## config.mk

```make
export PLATFORM = sky130hd
export DESIGN_NAME = windowed_circular_mean_top
export DESIGN_NICKNAME = d
export VERILOG_FILES = /design/src/design/wcm_pkg.sv /design/src/design/wcm_cordic.sv /design/src/design/wcm_datapath.sv /design/src/design/wcm_ctrl.sv /design/src/design/windowed_circular_mean_top.sv
export SDC_FILE = /design/constraint.sdc
export NUM_CORES = 2
export LEC_CHECK = 0
export ABC_AREA = 1
export BUFFER_PORTS_ARGS = -buffer_cell sky130_fd_sc_hd__buf_4
export CAP_MARGIN = 30
export CORE_ASPECT_RATIO = 1.25
export CORE_MARGIN = 2
export CORE_UTILIZATION = 32
export CTS_CLUSTER_DIAMETER = 60
export DETAILED_ROUTE_END_ITERATION = 8
export MAX_ROUTING_LAYER = met4
export PLACE_DENSITY = 0.51
export SLEW_MARGIN = 10
export SYNTH_ARGS = -nofsm -noshare
export SYNTH_HDL_FRONTEND = slang
export SYNTH_SLANG_ARGS = --single-unit
```

## constraint.sdc

```tcl
create_clock -name clk -period 11.3 [get_ports clk]
set_input_delay 2.26 -clock clk [delete_from_list [all_inputs] [get_ports clk]]
set_output_delay 2.26 -clock clk [all_outputs]
set_load 0.05 [all_outputs]
```

## src/design/wcm_pkg.sv

```systemverilog
// ----------------------------------------------------------------------------
// wcm_pkg
// Shared types, constants and tables for the windowed circular mean block.
// ----------------------------------------------------------------------------
package wcm_pkg;

	localparam int ANGLE_BITS         = 16;
	localparam int DEF_WINDOW_DEPTH   = 64;
	localparam int FILL_W             = 7;
	localparam int THR_W              = 15;
	localparam int SUM_W              = 23;
	localparam int CW                 = 34;
	localparam int ZW                 = 32;
	localparam int CORDIC_STEPS       = 24;
	localparam int STEP_W             = 5;
	localparam int VEC_SHIFT          = 6;
	localparam int MEAN_SHIFT         = ZW - ANGLE_BITS;
	localparam int Q15_MAX            = 32767;
	localparam int Q15_MIN            = -32768;
	localparam int Q15_ROUND          = 16384;

	localparam logic signed [CW-1:0] CORDIC_START_X = CW'(652032874);
	localparam logic [ZW-1:0]        HALF_TURN      = 32'h8000_0000;
	localparam logic [ZW-1:0]        MEAN_ROUND     = ZW'(1) << (MEAN_SHIFT - 1);

	localparam int CFG_IDX_W  = 2;
	localparam int CFG_DATA_W = 15;
	localparam logic [CFG_IDX_W-1:0] REG_WINDOW_SIZE    = 2'd0;
	localparam logic [CFG_IDX_W-1:0] REG_JUMP_THRESHOLD = 2'd1;

	localparam logic [FILL_W-1:0] WINDOW_SIZE_RESET    = 7'd8;
	localparam logic [THR_W-1:0]  JUMP_THRESHOLD_RESET = 15'd1565;

	typedef struct packed {
		logic                         kind;
		logic signed [ANGLE_BITS-1:0] angle;
	} in_item_t;

	typedef struct packed {
		logic signed [ANGLE_BITS-1:0] mean_angle;
		logic [FILL_W-1:0]            fill_count;
		logic                         window_full;
		logic                         jump_cleared;
	} out_item_t;

	typedef enum logic [3:0] {
		ST_IDLE,
		ST_JUMP,
		ST_OLD_GO,
		ST_OLD_WAIT,
		ST_OLD_ACC,
		ST_NEW_GO,
		ST_NEW_WAIT,
		ST_NEW_ACC,
		ST_VEC_GO,
		ST_VEC_WAIT,
		ST_OUT
	} state_t;

	typedef enum logic {
		MODE_ROTATE,
		MODE_VECTOR
	} cordic_mode_t;

	typedef struct packed {
		logic accept;
		logic jump_eval;
		logic rot_start;
		logic rot_old;
		logic rot_take;
		logic acc_sub;
		logic commit;
		logic acc_add;
		logic vec_start;
		logic mean_zero;
		logic mean_take;
		logic load_out;
	} ctrl_cmd_t;

	typedef struct packed {
		logic evict;
		logic sums_zero;
		logic cordic_done;
	} dp_status_t;

	function automatic logic [ZW-1:0] atan_at(input logic [STEP_W-1:0] idx);
		logic [ZW-1:0] r;
		case (idx)
			5'd0:    r = 32'h2000_0000;
			5'd1:    r = 32'h12E4_051E;
			5'd2:    r = 32'h09FB_385B;
			5'd3:    r = 32'h0511_11D4;
			5'd4:    r = 32'h028B_0D43;
			5'd5:    r = 32'h0145_D7E1;
			5'd6:    r = 32'h00A2_F61E;
			5'd7:    r = 32'h0051_7C55;
			5'd8:    r = 32'h0028_BE53;
			5'd9:    r = 32'h0014_5F2F;
			5'd10:   r = 32'h000A_2F98;
			5'd11:   r = 32'h0005_17CC;
			5'd12:   r = 32'h0002_8BE6;
			5'd13:   r = 32'h0001_45F3;
			5'd14:   r = 32'h0000_A2FA;
			5'd15:   r = 32'h0000_517D;
			5'd16:   r = 32'h0000_28BE;
			5'd17:   r = 32'h0000_145F;
			5'd18:   r = 32'h0000_0A30;
			5'd19:   r = 32'h0000_0518;
			5'd20:   r = 32'h0000_028C;
			5'd21:   r = 32'h0000_0146;
			5'd22:   r = 32'h0000_00A3;
			5'd23:   r = 32'h0000_0051;
			default: r = '0;
		endcase
		return r;
	endfunction

endpackage

```

## src/design/wcm_cordic.sv

```systemverilog
// ----------------------------------------------------------------------------
// wcm_cordic
// Iterative CORDIC, one micro-rotation per cycle, rotation or vectoring mode.
// ----------------------------------------------------------------------------
module wcm_cordic (
	input  logic                          clk,
	input  logic                          arst_n,
	input  logic                          start,
	input  wcm_pkg::cordic_mode_t         mode,
	input  logic signed [wcm_pkg::CW-1:0] x0,
	input  logic signed [wcm_pkg::CW-1:0] y0,
	input  logic [wcm_pkg::ZW-1:0]        z0,
	output logic                          done,
	output logic signed [wcm_pkg::CW-1:0] x,
	output logic signed [wcm_pkg::CW-1:0] y,
	output logic [wcm_pkg::ZW-1:0]        z
);
	import wcm_pkg::*;

	logic signed [CW-1:0] x_q, y_q, dx, dy, x_d, y_d;
	logic [ZW-1:0]        z_q, z_d, at;
	logic [STEP_W-1:0]    step_q;
	logic                 run_q, done_q, pos;
	cordic_mode_t         mode_q;

	always_comb begin
		dx  = y_q >>> step_q;
		dy  = x_q >>> step_q;
		at  = atan_at(step_q);
		pos = (mode_q == MODE_ROTATE) ? !z_q[ZW-1] : y_q[CW-1];
		if (pos) begin
			x_d = x_q - dx;
			y_d = y_q + dy;
			z_d = z_q - at;
		end else begin
			x_d = x_q + dx;
			y_d = y_q - dy;
			z_d = z_q + at;
		end
	end

	always_ff @(posedge clk or negedge arst_n) begin
		if (!arst_n) begin
			run_q  <= 1'b0;
			done_q <= 1'b0;
			step_q <= '0;
		end else begin
			done_q <= 1'b0;
			if (start) begin
				run_q  <= 1'b1;
				step_q <= '0;
			end else if (run_q) begin
				step_q <= step_q + 1'b1;
				if (step_q == STEP_W'(CORDIC_STEPS - 1)) begin
					run_q  <= 1'b0;
					done_q <= 1'b1;
				end
			end
		end
	end

	always_ff @(posedge clk) begin
		if (start) begin
			x_q    <= x0;
			y_q    <= y0;
			z_q    <= z0;
			mode_q <= mode;
		end else if (run_q) begin
			x_q <= x_d;
			y_q <= y_d;
			z_q <= z_d;
		end
	end

	assign done = done_q;
	assign x    = x_q;
	assign y    = y_q;
	assign z    = z_q;

endmodule

```

## src/design/wcm_datapath.sv

```systemverilog
// ----------------------------------------------------------------------------
// wcm_datapath
// Sample ring, running sine and cosine sums, jump check, configuration
// registers, shared CORDIC and the result register.
// ----------------------------------------------------------------------------
module wcm_datapath #(
	parameter int WINDOW_DEPTH = wcm_pkg::DEF_WINDOW_DEPTH
) (
	input  logic                             clk,
	input  logic                             arst_n,
	input  wcm_pkg::in_item_t                in_data,
	input  logic                             cfg_valid,
	input  logic [wcm_pkg::CFG_IDX_W-1:0]    cfg_index,
	input  logic [wcm_pkg::CFG_DATA_W-1:0]   cfg_data,
	input  wcm_pkg::ctrl_cmd_t               cmd,
	output wcm_pkg::dp_status_t              status,
	output wcm_pkg::out_item_t               out_data
);
	import wcm_pkg::*;

	localparam int IDX_W = (WINDOW_DEPTH > 1) ? $clog2(WINDOW_DEPTH) : 1;
	localparam logic [8:0] DEPTH9 = 9'(WINDOW_DEPTH);

	logic [FILL_W-1:0]           ws_q;
	logic [THR_W-1:0]            thr_q;
	logic [IDX_W-1:0]            wi_q, wi_next, old_idx;
	logic [FILL_W-1:0]           held_q;
	logic signed [SUM_W-1:0]     ss_q, cs_q;
	logic [ANGLE_BITS-1:0]       prev_q, angle_q, rd_q, rot_src;
	logic                        prev_valid_q, jumped_q, flip_q;
	logic signed [15:0]          sin_q, cos_q;
	logic [ANGLE_BITS-1:0]       mean_q;
	logic [ANGLE_BITS-1:0]       ring_q [WINDOW_DEPTH];
	out_item_t                   out_q;

	logic [ANGLE_BITS-1:0]       diff;
	logic [ANGLE_BITS:0]         mag;
	logic                        jump, cfg_hit, clear_win, full, rot_flip;
	logic [8:0]                  eff;
	logic [9:0]                  old_diff, old_wrap;
	logic [ZW-1:0]               ang32, rot_z0, vec_z0, zr;
	logic signed [SUM_W:0]       vx, vy;
	logic signed [CW-1:0]        vx_ext, vy_ext;
	logic signed [CW-1:0]        c_x0, c_y0, c_x, c_y;
	logic [ZW-1:0]               c_z0, c_z;
	logic                        c_start, c_done;
	cordic_mode_t                c_mode;

	function automatic logic signed [15:0] to_q15(input logic signed [CW-1:0] v,
			input logic neg);
		logic signed [CW-1:0] w;
		logic signed [CW-1:0] t;
		logic signed [CW-16:0] q;
		logic signed [15:0] r;
		w = neg ? -v : v;
		t = w + CW'(Q15_ROUND);
		q = signed'(t[CW-1:15]);
		if (q > (CW-15)'(Q15_MAX))
			r = 16'sh7fff;
		else if (q < (CW-15)'(Q15_MIN))
			r = 16'sh8000;
		else
			r = q[15:0];
		return r;
	endfunction

	// jump check and window bookkeeping
	always_comb begin
		diff      = angle_q - prev_q;
		mag       = diff[ANGLE_BITS-1] ? ((ANGLE_BITS+1)'(1) << ANGLE_BITS) - {1'b0, diff}
		                               : {1'b0, diff};
		jump      = prev_valid_q && (mag > (ANGLE_BITS+1)'(thr_q));
		eff       = (ws_q == '0) ? 9'd1 : ((9'(ws_q) > DEPTH9) ? DEPTH9 : 9'(ws_q));
		full      = 9'(held_q) >= eff;
		cfg_hit   = cfg_valid && (cfg_index == REG_WINDOW_SIZE ||
		                          cfg_index == REG_JUMP_THRESHOLD);
		clear_win = cfg_hit || (cmd.accept && in_data.kind) || (cmd.jump_eval && jump);
		old_diff  = 10'(wi_q) - 10'(held_q);
		old_wrap  = old_diff[9] ? old_diff + 10'(WINDOW_DEPTH) : old_diff;
		old_idx   = old_wrap[IDX_W-1:0];
		wi_next   = (wi_q == IDX_W'(WINDOW_DEPTH - 1)) ? '0 : wi_q + 1'b1;
	end

	// cordic operand selection
	always_comb begin
		rot_src  = cmd.rot_old ? rd_q : angle_q;
		ang32    = {rot_src, {(ZW-ANGLE_BITS){1'b0}}};
		rot_flip = ang32[ZW-1] ^ ang32[ZW-2];
		rot_z0   = {ang32[ZW-1] ^ rot_flip, ang32[ZW-2:0]};
		vx       = cs_q[SUM_W-1] ? -(SUM_W+1)'(cs_q) : (SUM_W+1)'(cs_q);
		vy       = cs_q[SUM_W-1] ? -(SUM_W+1)'(ss_q) : (SUM_W+1)'(ss_q);
		vx_ext   = {{(CW-SUM_W-1){vx[SUM_W]}}, vx} <<< VEC_SHIFT;
		vy_ext   = {{(CW-SUM_W-1){vy[SUM_W]}}, vy} <<< VEC_SHIFT;
		vec_z0   = cs_q[SUM_W-1] ? HALF_TURN : '0;
		c_start  = cmd.rot_start || cmd.vec_start;
		c_mode   = cmd.vec_start ? MODE_VECTOR : MODE_ROTATE;
		c_x0     = cmd.vec_start ? vx_ext : CORDIC_START_X;
		c_y0     = cmd.vec_start ? vy_ext : '0;
		c_z0     = cmd.vec_start ? vec_z0 : rot_z0;
		zr       = c_z + MEAN_ROUND;
	end

	wcm_cordic u_cordic (
		.clk    (clk),
		.arst_n (arst_n),
		.start  (c_start),
		.mode   (c_mode),
		.x0     (c_x0),
		.y0     (c_y0),
		.z0     (c_z0),
		.done   (c_done),
		.x      (c_x),
		.y      (c_y),
		.z      (c_z)
	);

	always_ff @(posedge clk or negedge arst_n) begin
		if (!arst_n) begin
			ws_q         <= WINDOW_SIZE_RESET;
			thr_q        <= JUMP_THRESHOLD_RESET;
			wi_q         <= '0;
			held_q       <= '0;
			ss_q         <= '0;
			cs_q         <= '0;
			prev_q       <= '0;
			prev_valid_q <= 1'b0;
		end else begin
			if (cfg_valid && cfg_index == REG_WINDOW_SIZE)
				ws_q <= cfg_data[FILL_W-1:0];
			if (cfg_valid && cfg_index == REG_JUMP_THRESHOLD)
				thr_q <= cfg_data[THR_W-1:0];
			if (clear_win) begin
				held_q       <= '0;
				ss_q         <= '0;
				cs_q         <= '0;
				prev_q       <= '0;
				prev_valid_q <= 1'b0;
			end else if (cmd.acc_sub) begin
				held_q <= held_q - 1'b1;
				ss_q   <= ss_q - {{(SUM_W-16){sin_q[15]}}, sin_q};
				cs_q   <= cs_q - {{(SUM_W-16){cos_q[15]}}, cos_q};
			end else if (cmd.commit) begin
				wi_q         <= wi_next;
				held_q       <= held_q + 1'b1;
				prev_q       <= angle_q;
				prev_valid_q <= 1'b1;
			end else if (cmd.acc_add) begin
				ss_q <= ss_q + {{(SUM_W-16){sin_q[15]}}, sin_q};
				cs_q <= cs_q + {{(SUM_W-16){cos_q[15]}}, cos_q};
			end
		end
	end

	always_ff @(posedge clk) begin
		rd_q <= ring_q[old_idx];
		if (cmd.commit)
			ring_q[wi_q] <= angle_q;
	end

	always_ff @(posedge clk) begin
		if (cmd.accept) begin
			angle_q  <= in_data.angle;
			jumped_q <= 1'b0;
			mean_q   <= '0;
		end
		if (cmd.jump_eval)
			jumped_q <= jump;
		if (cmd.rot_start)
			flip_q <= rot_flip;
		if (cmd.rot_take) begin
			sin_q <= to_q15(c_y, flip_q);
			cos_q <= to_q15(c_x, flip_q);
		end
		if (cmd.mean_zero)
			mean_q <= '0;
		if (cmd.mean_take)
			mean_q <= zr[ZW-1:MEAN_SHIFT];
		if (cmd.load_out) begin
			out_q.mean_angle   <= mean_q;
			out_q.fill_count   <= held_q;
			out_q.window_full  <= full;
			out_q.jump_cleared <= jumped_q;
		end
	end

	always_comb begin
		status.evict       = !jump && full;
		status.sums_zero   = (held_q == '0) || (ss_q == '0 && cs_q == '0);
		status.cordic_done = c_done;
	end

	assign out_data = out_q;

endmodule

```

## src/design/wcm_ctrl.sv

```systemverilog
// ----------------------------------------------------------------------------
// wcm_ctrl
// Sequencer: steps a sample through eviction, insertion and atan2, a clear
// straight to the result; owns the input stall and the result valid flag.
// ----------------------------------------------------------------------------
module wcm_ctrl (
	input  logic                clk,
	input  logic                arst_n,
	input  logic                in_valid,
	input  logic                in_kind,
	input  logic                out_stall,
	input  wcm_pkg::dp_status_t status,
	output logic                in_stall,
	output logic                out_valid,
	output wcm_pkg::ctrl_cmd_t  cmd
);
	import wcm_pkg::*;

	state_t state_q, state_d;
	logic   out_valid_q;
	logic   out_free;

	always_ff @(posedge clk or negedge arst_n) begin
		if (!arst_n) begin
			state_q     <= ST_IDLE;
			out_valid_q <= 1'b0;
		end else begin
			state_q <= state_d;
			if (cmd.load_out)
				out_valid_q <= 1'b1;
			else if (!out_stall)
				out_valid_q <= 1'b0;
		end
	end

	always_comb begin
		state_d  = state_q;
		cmd      = '0;
		in_stall = (state_q != ST_IDLE);
		out_free = !out_valid_q || !out_stall;
		case (state_q)
			ST_IDLE: begin
				if (in_valid) begin
					cmd.accept = 1'b1;
					state_d    = in_kind ? ST_OUT : ST_JUMP;
				end
			end
			ST_JUMP: begin
				cmd.jump_eval = 1'b1;
				state_d       = status.evict ? ST_OLD_GO : ST_NEW_GO;
			end
			ST_OLD_GO: begin
				cmd.rot_start = 1'b1;
				cmd.rot_old   = 1'b1;
				state_d       = ST_OLD_WAIT;
			end
			ST_OLD_WAIT: begin
				if (status.cordic_done) begin
					cmd.rot_take = 1'b1;
					state_d      = ST_OLD_ACC;
				end
			end
			ST_OLD_ACC: begin
				cmd.acc_sub = 1'b1;
				state_d     = ST_NEW_GO;
			end
			ST_NEW_GO: begin
				cmd.rot_start = 1'b1;
				cmd.commit    = 1'b1;
				state_d       = ST_NEW_WAIT;
			end
			ST_NEW_WAIT: begin
				if (status.cordic_done) begin
					cmd.rot_take = 1'b1;
					state_d      = ST_NEW_ACC;
				end
			end
			ST_NEW_ACC: begin
				cmd.acc_add = 1'b1;
				state_d     = ST_VEC_GO;
			end
			ST_VEC_GO: begin
				if (status.sums_zero) begin
					cmd.mean_zero = 1'b1;
					state_d       = ST_OUT;
				end else begin
					cmd.vec_start = 1'b1;
					state_d       = ST_VEC_WAIT;
				end
			end
			ST_VEC_WAIT: begin
				if (status.cordic_done) begin
					cmd.mean_take = 1'b1;
					state_d       = ST_OUT;
				end
			end
			ST_OUT: begin
				if (out_free) begin
					cmd.load_out = 1'b1;
					state_d      = ST_IDLE;
				end
			end
			default: begin
				state_d = ST_IDLE;
			end
		endcase
	end

	assign out_valid = out_valid_q;

endmodule

```

## src/design/windowed_circular_mean_top.sv

```systemverilog
// Each sample or clear is carried through to its result before the next is taken;
// the input stalls meanwhile. When the sums cancel, atan2 is skipped; a clear goes
// straight to the result. The pace is set by the single shared 24-step CORDIC (one
// step a cycle), run per evicted sample, per new sample and for atan2.
// Reset: arst_n clears the window, sums, previous sample and handshake state.
// ----------------------------------------------------------------------------
// windowed_circular_mean_top
// Sliding-window circular mean of binary angles, controller and datapath.
// ----------------------------------------------------------------------------
module windowed_circular_mean_top #(
	parameter int WINDOW_DEPTH = wcm_pkg::DEF_WINDOW_DEPTH
) (
	input  logic                           clk,
	input  logic                           arst_n,
	input  logic                           in_valid,
	output logic                           in_stall,
	input  wcm_pkg::in_item_t              in_data,
	output logic                           out_valid,
	input  logic                           out_stall,
	output wcm_pkg::out_item_t             out_data,
	input  logic                           cfg_valid,
	output logic                           cfg_ready,
	input  logic [wcm_pkg::CFG_IDX_W-1:0]  cfg_index,
	input  logic [wcm_pkg::CFG_DATA_W-1:0] cfg_data
);
	import wcm_pkg::*;

	ctrl_cmd_t  cmd;
	dp_status_t status;
	logic       cfg_write;

	assign cfg_ready = 1'b1;
	assign cfg_write = cfg_valid && cfg_ready;

	wcm_ctrl u_ctrl (
		.clk       (clk),
		.arst_n    (arst_n),
		.in_valid  (in_valid),
		.in_kind   (in_data.kind),
		.out_stall (out_stall),
		.status    (status),
		.in_stall  (in_stall),
		.out_valid (out_valid),
		.cmd       (cmd)
	);

	wcm_datapath #(
		.WINDOW_DEPTH (WINDOW_DEPTH)
	) u_datapath (
		.clk       (clk),
		.arst_n    (arst_n),
		.in_data   (in_data),
		.cfg_valid (cfg_write),
		.cfg_index (cfg_index),
		.cfg_data  (cfg_data),
		.cmd       (cmd),
		.status    (status),
		.out_data  (out_data)
	);

endmodule

```

# [Yosys cells after proc, flatten, opt, wreduce, memory -nomap -nowiden]
# Memory sizes are Yosys's and may differ from the RTL's. A register that Yosys moved wholly into a read port is not among the register bits.
# Cells that the tools add are included.
[op_classes] eq_ne=21 n_mux=86 addsub=25 magnitude_cmp=7 bitwise=4 n_shift=2 n_reduce_logical=37
[ops] op="2-to-1 mux 34 bit" n=10
[ops] op="2-to-1 mux 23 bit" n=8
[ops] op="2-to-1 mux 32 bit" n=5
[ops] op="2-to-1 mux 16 bit" n=9
[ops] op="adder 34 x 16 -> 34 bit, second input constant" n=2
[ops] op="adder 34 bit" n=2
[ops] op="negation 34 bit" n=2
[ops] op=">>> shifter 34 x 5 -> 34 bit" n=2
[ops] op="subtractor 34 bit" n=2
[ops] op="2-to-1 mux 24 bit" n=2
[ops] op="negation 23 -> 24 bit" n=2
[ops] op="adder 23 bit" n=2
[ops] op="logical NOT 23 bit" n=2
[ops] op="subtractor 23 bit" n=2
[ops] op="one-hot mux 4 bit (11 select lines)" n=1
[ops] op="greater-than comparator 19 x 16 -> 1 bit, second input constant" n=2
[ops] op="less-than comparator 19 x 16 -> 1 bit, second input constant" n=2
[ops] op="adder 32 x 16 -> 32 bit, second input constant" n=1
[ops] op="adder 32 bit" n=1
[ops] op="2-to-1 mux 1 bit" n=32
[ops] op="subtractor 32 bit" n=1
[ops] op="2-to-1 mux 7 bit" n=4
[ops] op="2-to-1 mux 4 bit" n=6
[ops] op="greater-than comparator 17 x 15 -> 1 bit" n=1
[ops] op="other kinds (40)" n=79
[word_totals] n_memories=2 romBits=960 ram_bits=1024 register_bits=302 word_cells=211 out_inout_bits=28 in_bits=39
[memory_table] name="u_datapath.ring_q" words=64 word_bits=16 rd=1 rd_clocked_by_memory_dff=1 wr=1 line_no="wcm_datapath.sv:33" text="logic [ANGLE_BITS-1:0] ring_q [WINDOW_DEPTH];"
[memory_table] name="(no name shown)" words=32 word_bits=30 rd=1 rd_clocked_by_memory_dff=0 wr=0 line_no="wcm_pkg.sv:88" text="case (idx)"

# [Logic depth before layout (Yosys ltp)]
[logic_depth] ltp_word=9 mapped_depth=38 depth_no_buf=36

# [By module]
# Synthesis repeated with hierarchy kept, for this count alone.
[hier_totals] hier_cells=8390 area_unflattened_um2=74986.9
[modules_own_cells] module="wcm_datapath" cells_each=5511 seq_area_each_um2=36263.5 instances=1 area_per_inst_um2=57886.8
[modules_own_cells] module="wcm_cordic" cells_each=2790 seq_area_each_um2=3208.1 instances=1 area_per_inst_um2=16582.2
[modules_own_cells] module="wcm_ctrl" cells_each=87 seq_area_each_um2=125.1 instances=1 area_per_inst_um2=506.7
[modules_own_cells] module="windowed_circular_mean_top" cells_each=2 seq_area_each_um2=0.0 instances=1 area_per_inst_um2=11.3

# [Worst setup path before layout]
# Ideal clock, no wire load.
[synth_path] path_kind="register -> register" start="reg u_datapath.angle_q[0]" end="reg u_datapath.wi_q[2]" n_path_buf=2 synth_period_minus_slack_ns=4.663 t_required_ns=11.183 path_stages_with_launch=31 setup_time_ns=0.117 path_slack_ns=6.637 t_arrival_ns=4.546 path_cell_list="edfxtp_1 -> inv_1 -> ha_1 -> inv_1 -> fa_1 -> inv_1 -> nand2_1 -> nor2_1 -> nand3_1 -> nor2_1 -> nand4_1 -> o21ai_0 -> xor2_1 -> inv_1 -> ha_1 -> nand2_1 -> inv_1 -> nand3_1 -> inv_1 -> nand2_1 -> a31oi_1 -> o21ai_0 -> nand2_2 -> nand3_4 -> nand2_2 -> inv_2 -> buf_6 -> nand2_4 -> buf_6 -> nand2_1 -> nand2_1"
[synth_between] elab_chain_cells=9
[synth_rtl] element="from (decl)" line_no="wcm_datapath.sv:29" text="logic [ANGLE_BITS-1:0] prev_q, angle_q, rd_q, rot_src;"
[synth_rtl] element="from (signal assigned)" line_no="wcm_datapath.sv:162" text="angle_q <= in_data.angle;"
[synth_rtl] element="subtractor 16 bit *" line_no="wcm_datapath.sv:69" text="diff = angle_q - prev_q;"
[synth_rtl] element="subtractor 17 x 16 -> 17 bit" line_no="wcm_datapath.sv:70" text="mag = diff[ANGLE_BITS-1] ? ((ANGLE_BITS+1)'(1) << ANGLE_BITS) - {1'b0, diff}"
[synth_rtl] element="2-to-1 mux 17 bit *" line_no="wcm_datapath.sv:70"
[synth_rtl] element="greater-than comparator 17 x 15 -> 1 bit *" line_no="wcm_datapath.sv:72" text="jump = prev_valid_q && (mag > (ANGLE_BITS+1)'(thr_q));"
[synth_rtl] element="logical AND 1 bit *" line_no="wcm_datapath.sv:72"
[synth_rtl] element="logical AND 1 bit *" line_no="wcm_datapath.sv:77" text="clear_win = cfg_hit || (cmd.accept && in_data.kind) || (cmd.jump_eval && jump);"
[synth_rtl] element="logical OR 1 bit *" line_no="wcm_datapath.sv:77"
[synth_rtl] element="NOT 1 bit (no line) *"
[synth_rtl] element="AND reduction 3 bit (no line) *"
[synth_rtl] element="to (signal assigned)" line_no="wcm_datapath.sv:143" text="wi_q <= wi_next;"
[synth_rtl] element="to (decl)" line_no="wcm_datapath.sv:26" text="logic [IDX_W-1:0] wi_q, wi_next, old_idx;"
# Mark *: on every way between the ends. The rest lies on a longest branch, timed or not.
# A chain may end at the register's enable or synchronous reset.

# [Worst setup path in the final report]
[layout_path] start="reg u_datapath.u_cordic.step_q[0]" end="reg u_datapath.u_cordic.z_q[28], in the netlist u_datapath.u_cordic.z[28] (data pin)"
[layout_between] elab_chain_cells=5 elab_cells_between_ends=6 classes_between="2 x add/sub; 3 x mux; 1 x memory"
[layout_rtl] element="from (decl)" line_no="wcm_cordic.sv:22" text="logic [STEP_W-1:0] step_q;"
[layout_rtl] element="from (signal assigned)" line_no="wcm_cordic.sv:53" text="step_q <= step_q + 1'b1;"
[layout_rtl] element="memory (32 x 30 bit) *"
[layout_rtl] element="adder 32 bit / subtractor 32 bit (equally long branches)" line_no="wcm_cordic.sv:38, wcm_cordic.sv:34"
[layout_rtl] element="2-to-1 mux 32 bit *" line_no="wcm_cordic.sv:31" text="if (pos) begin"
[layout_rtl] element="2-to-1 mux 32 bit *" line_no="wcm_cordic.sv:68" text="end else if (run_q) begin"
[layout_rtl] element="2-to-1 mux 32 bit *" line_no="wcm_cordic.sv:63" text="if (start) begin"
[layout_rtl] element="to (signal assigned)" line_no="wcm_cordic.sv:66" text="z_q <= z0;"
[layout_rtl] element="to (signal assigned)" line_no="wcm_cordic.sv:71" text="z_q <= z_d;"
[layout_rtl] element="to (decl)" line_no="wcm_cordic.sv:21" text="logic [ZW-1:0] z_q, z_d, at;"
# Mark *: on every way between the ends. The rest lies on a longest branch, timed or not. The select of a mux whose other input is x is not followed.

==> impl_metrics.env <==
export IMPL_antenna_left=0
export IMPL_critPathMaxFanout=91
export IMPL_rsz0062_at_grt="false"
export IMPL_post_route_min_period_ps=6450
export IMPL_syn_nets=8095
export IMPL_grt_pass1_vias=56100
export IMPL_pre_cts_ws_ps=4450
export IMPL_root_buffer="clkbuf_16"
export IMPL_rr_worst_depth=27
export IMPL_antenna_found_initial=5
export IMPL_ys_seq_elements=1342
export IMPL_setup_slack_ps=4850
export IMPL_critPathMaxStageDelay_ps=710
export IMPL_cts_made_buffers=155
export IMPL_cts_tree="done"
export IMPL_period_share_pct=57.1
export IMPL_reg2reg_slack_ps=4850
export IMPL_cp_depth=27
export IMPL_syn_inst=7842
export IMPL_post_cts_buffers=0
export IMPL_synthToLayoutAreaGrowth_pct=12.7
export IMPL_drtIter0Drc=4776
export IMPL_gp_congestion=0.924
export IMPL_cts_resized=0
export IMPL_yosysSeqAreaShare_pct=54.8
export IMPL_clock_path_buffers=3
export IMPL_worst_setup_path_end_kind="flip-flop"
export IMPL_r2r_start="u_datapath.u_cordic.step_q[0]$_DFFE_PN0P_"
export IMPL_arrival_ps=6990
export IMPL_clk_pin_slew_ps=60
export IMPL_synth_flop_cell="edfxtp_1"
export IMPL_fmax_mhz=155
export IMPL_critPathLaunchType="flip-flop"
export IMPL_cts_htree_levels=4
export IMPL_crit_family="simple AND/OR/NAND/NOR gates"
export IMPL_multi_input_area_um2=29100
export IMPL_grt_pass1_wl_um=363000
export IMPL_cp_slowest_cell="buf_4"
export IMPL_tns_ps=0
export IMPL_grt_max_degree=179
export IMPL_endpoint="u_datapath.u_cordic.z[28]$_DFFE_PP_"
export IMPL_drv_slew=0
export IMPL_fp_dieW_um=429
export IMPL_portBuffers=65
export IMPL_drcViolationCount=0
export IMPL_critPathKind="flip-flop to flip-flop"
export IMPL_core_area_um2=225000
export IMPL_drv_cap=0
export IMPL_worstMarginPinSlew_ps=963
export IMPL_synth_edf_count=1216
export IMPL_num_fill_cells=22700
export IMPL_seq_area_um2=39600
export IMPL_fin_util_pct=36.2
export IMPL_num_vias=58000
export IMPL_rows=195
export IMPL_ys_warn_count=0
export IMPL_min_path_type="flip-flop to flip-flop"
export IMPL_worstPathRequired_ps=11840
export IMPL_skew_ps=63.8
export IMPL_final_common_cell="nand2_1"
export IMPL_hold_viol_final=0
export IMPL_rr_endpoint="u_datapath.u_cordic.z[28]$_DFFE_PP_"
export IMPL_hpwl_um=166000
export IMPL_path_buf_inv=4
export IMPL_outcome="complete, no violations"
export IMPL_globalRoute_totalOverflow=0
export IMPL_dr_pass1_iters=5
export IMPL_die_h_um=536
export IMPL_cts_hold_buf=0
export IMPL_routedWlPerCell_um=22.5
export IMPL_cts_sinks=1342
export IMPL_slew_headroom_pct=35.8
export IMPL_synthArstFlopShare_pct=8.20
export IMPL_synth_area_per_cell_um2=9.22
export IMPL_routed_wl_um=247000
export IMPL_mostFrequentLayoutCells="nand2_1 (1,426), edfxtp_1 (1,216), nor2_1 (1,038)"
export IMPL_track_usage_pct=21.5
export IMPL_critical_path_startpoint="u_datapath.u_cordic.step_q[0]$_DFFE_PN0P_"
export IMPL_crit_top_cell="nand2_1"
export IMPL_synth_area_um2=72300
export IMPL_synth_cell_type_count=71
export IMPL_die_area_um2=230000
export IMPL_clk_latency_ps=830
export IMPL_nNetsFinal=8109
export IMPL_drive_gt1_share_pct=7.15
export IMPL_initial_utilization_pct=32.1
export IMPL_finalSetupViolCount=0
export IMPL_vias_per_cell=5.30
export IMPL_ios=67
[synth_stat cells, types with 9 or more instances]
cell type  count  area [µm²]
nand3b_1      12        90.1
o21ai_0      831        4160
nand2_1     1428        5360
o221ai_1     137        1200
buf_2         52         260
o21ai_1       48         240
o21a_1        19         143
a21o_1        11        82.6
inv_1        588        2210
nor2_2        16         100
nand4_1       56         350
or2_2         10        62.6
clkbuf_1     255         957
edfxtp_1    1216       36500
o21ai_2       10        87.6
a211oi_1      21         158
buf_1         37         139
ha_1         206        2580
o2111ai_1      9        78.8
dfrtp_1      103        2580
a31oi_1       51         319
nand2_2       12        75.1
o22ai_1      143         895
buf_4         13        97.6
o21bai_1      11        82.6
inv_2         18        67.6
nor4_1        22         138
nor2_1      1051        3950
nand3_1      582        2910
o211ai_1      28         210
nor3_1        69         345
xor2_1       201        1760
xnor2_1       98         858
a21oi_1      365        1830
dfxtp_1       16         320
[sequential cells by signal (all words and copies together), names as in the netlist, 23 cells and up]
register	cells
u_datapath.u_cordic.y	34
u_datapath.u_cordic.x	34
u_datapath.ring_q	1024
u_datapath.out_data	25
u_datapath.ss_q	23
u_datapath.cs_q	23
u_datapath.u_cordic.z	32
[per-layer routing]
| layer | part of all wire, % | vias up | GRT usage (%) |
|---|---|---|---|
| li1 | - | 27500 | - |
| met1 | 40 | 28500 | 25.3 |
| met2 | 51 | 1608 | 37.1 |
| met3 | 4.3 | 435 | 2.27 |
| met4 | 4.7 | 0 | 9.37 |
| met5 | 0 | - | - |
[through the flow]
step                      cells  instance area (µm²)  hold WS (ps)
after floorplan            7842                72300           400
after global placement    10600                76300           408
after detailed placement  10600                76400           407
after CTS                 10900                81400           422
after global routing      10900                81500           426
final                     10900                81500           420
[area by class of cell]
type / instances / area share [%]
diodes: 5 / 0.0153
repair buffers: 222 / 2.23
flip-flops and latches: 1342 / 48.6
well taps: 2955 / 4.54
inverters: 608 / 2.82
multi-input cells: 5527 / 35.7
clock buffers: 194 / 5.04
clock inverters: 88 / 1.12
[logic make-up after synthesis]
kind of cell	Yosys count	synth area share (%)
DFF	1342	54.8
AOI/OAI and AO/OA	1724	13.6
adders and majority gates	214	3.79
muxes	2	0.0277
xor gates and xnor gates	303	3.73
other	1	0.00519
and+or+nand+nor	3283	18.8
buffers and inverters	973	5.29
[worst min path at each step]
stage                                                   start                           endpoint  slack [ps]  cells after the start
final                     u_datapath.mean_q[14]$_SDFFCE_PN0P_  u_datapath.out_data[23]$_DFFE_PP_         420                      0
after global routing      u_datapath.mean_q[14]$_SDFFCE_PN0P_  u_datapath.out_data[23]$_DFFE_PP_         430                      0
after CTS                 u_datapath.mean_q[11]$_SDFFCE_PN0P_  u_datapath.out_data[20]$_DFFE_PP_         420                      0
after detailed placement  u_datapath.mean_q[11]$_SDFFCE_PN0P_  u_datapath.out_data[20]$_DFFE_PP_         410                      0
after global placement     u_datapath.mean_q[1]$_SDFFCE_PN0P_  u_datapath.out_data[10]$_DFFE_PP_         410                      0
after floorplan             u_datapath.jumped_q$_SDFFCE_PP0P_   u_datapath.out_data[0]$_DFFE_PP_         400                      0
Power is not shown: default switching activity piles up to over one toggle a cycle in this logic, so the estimate is an artifact.
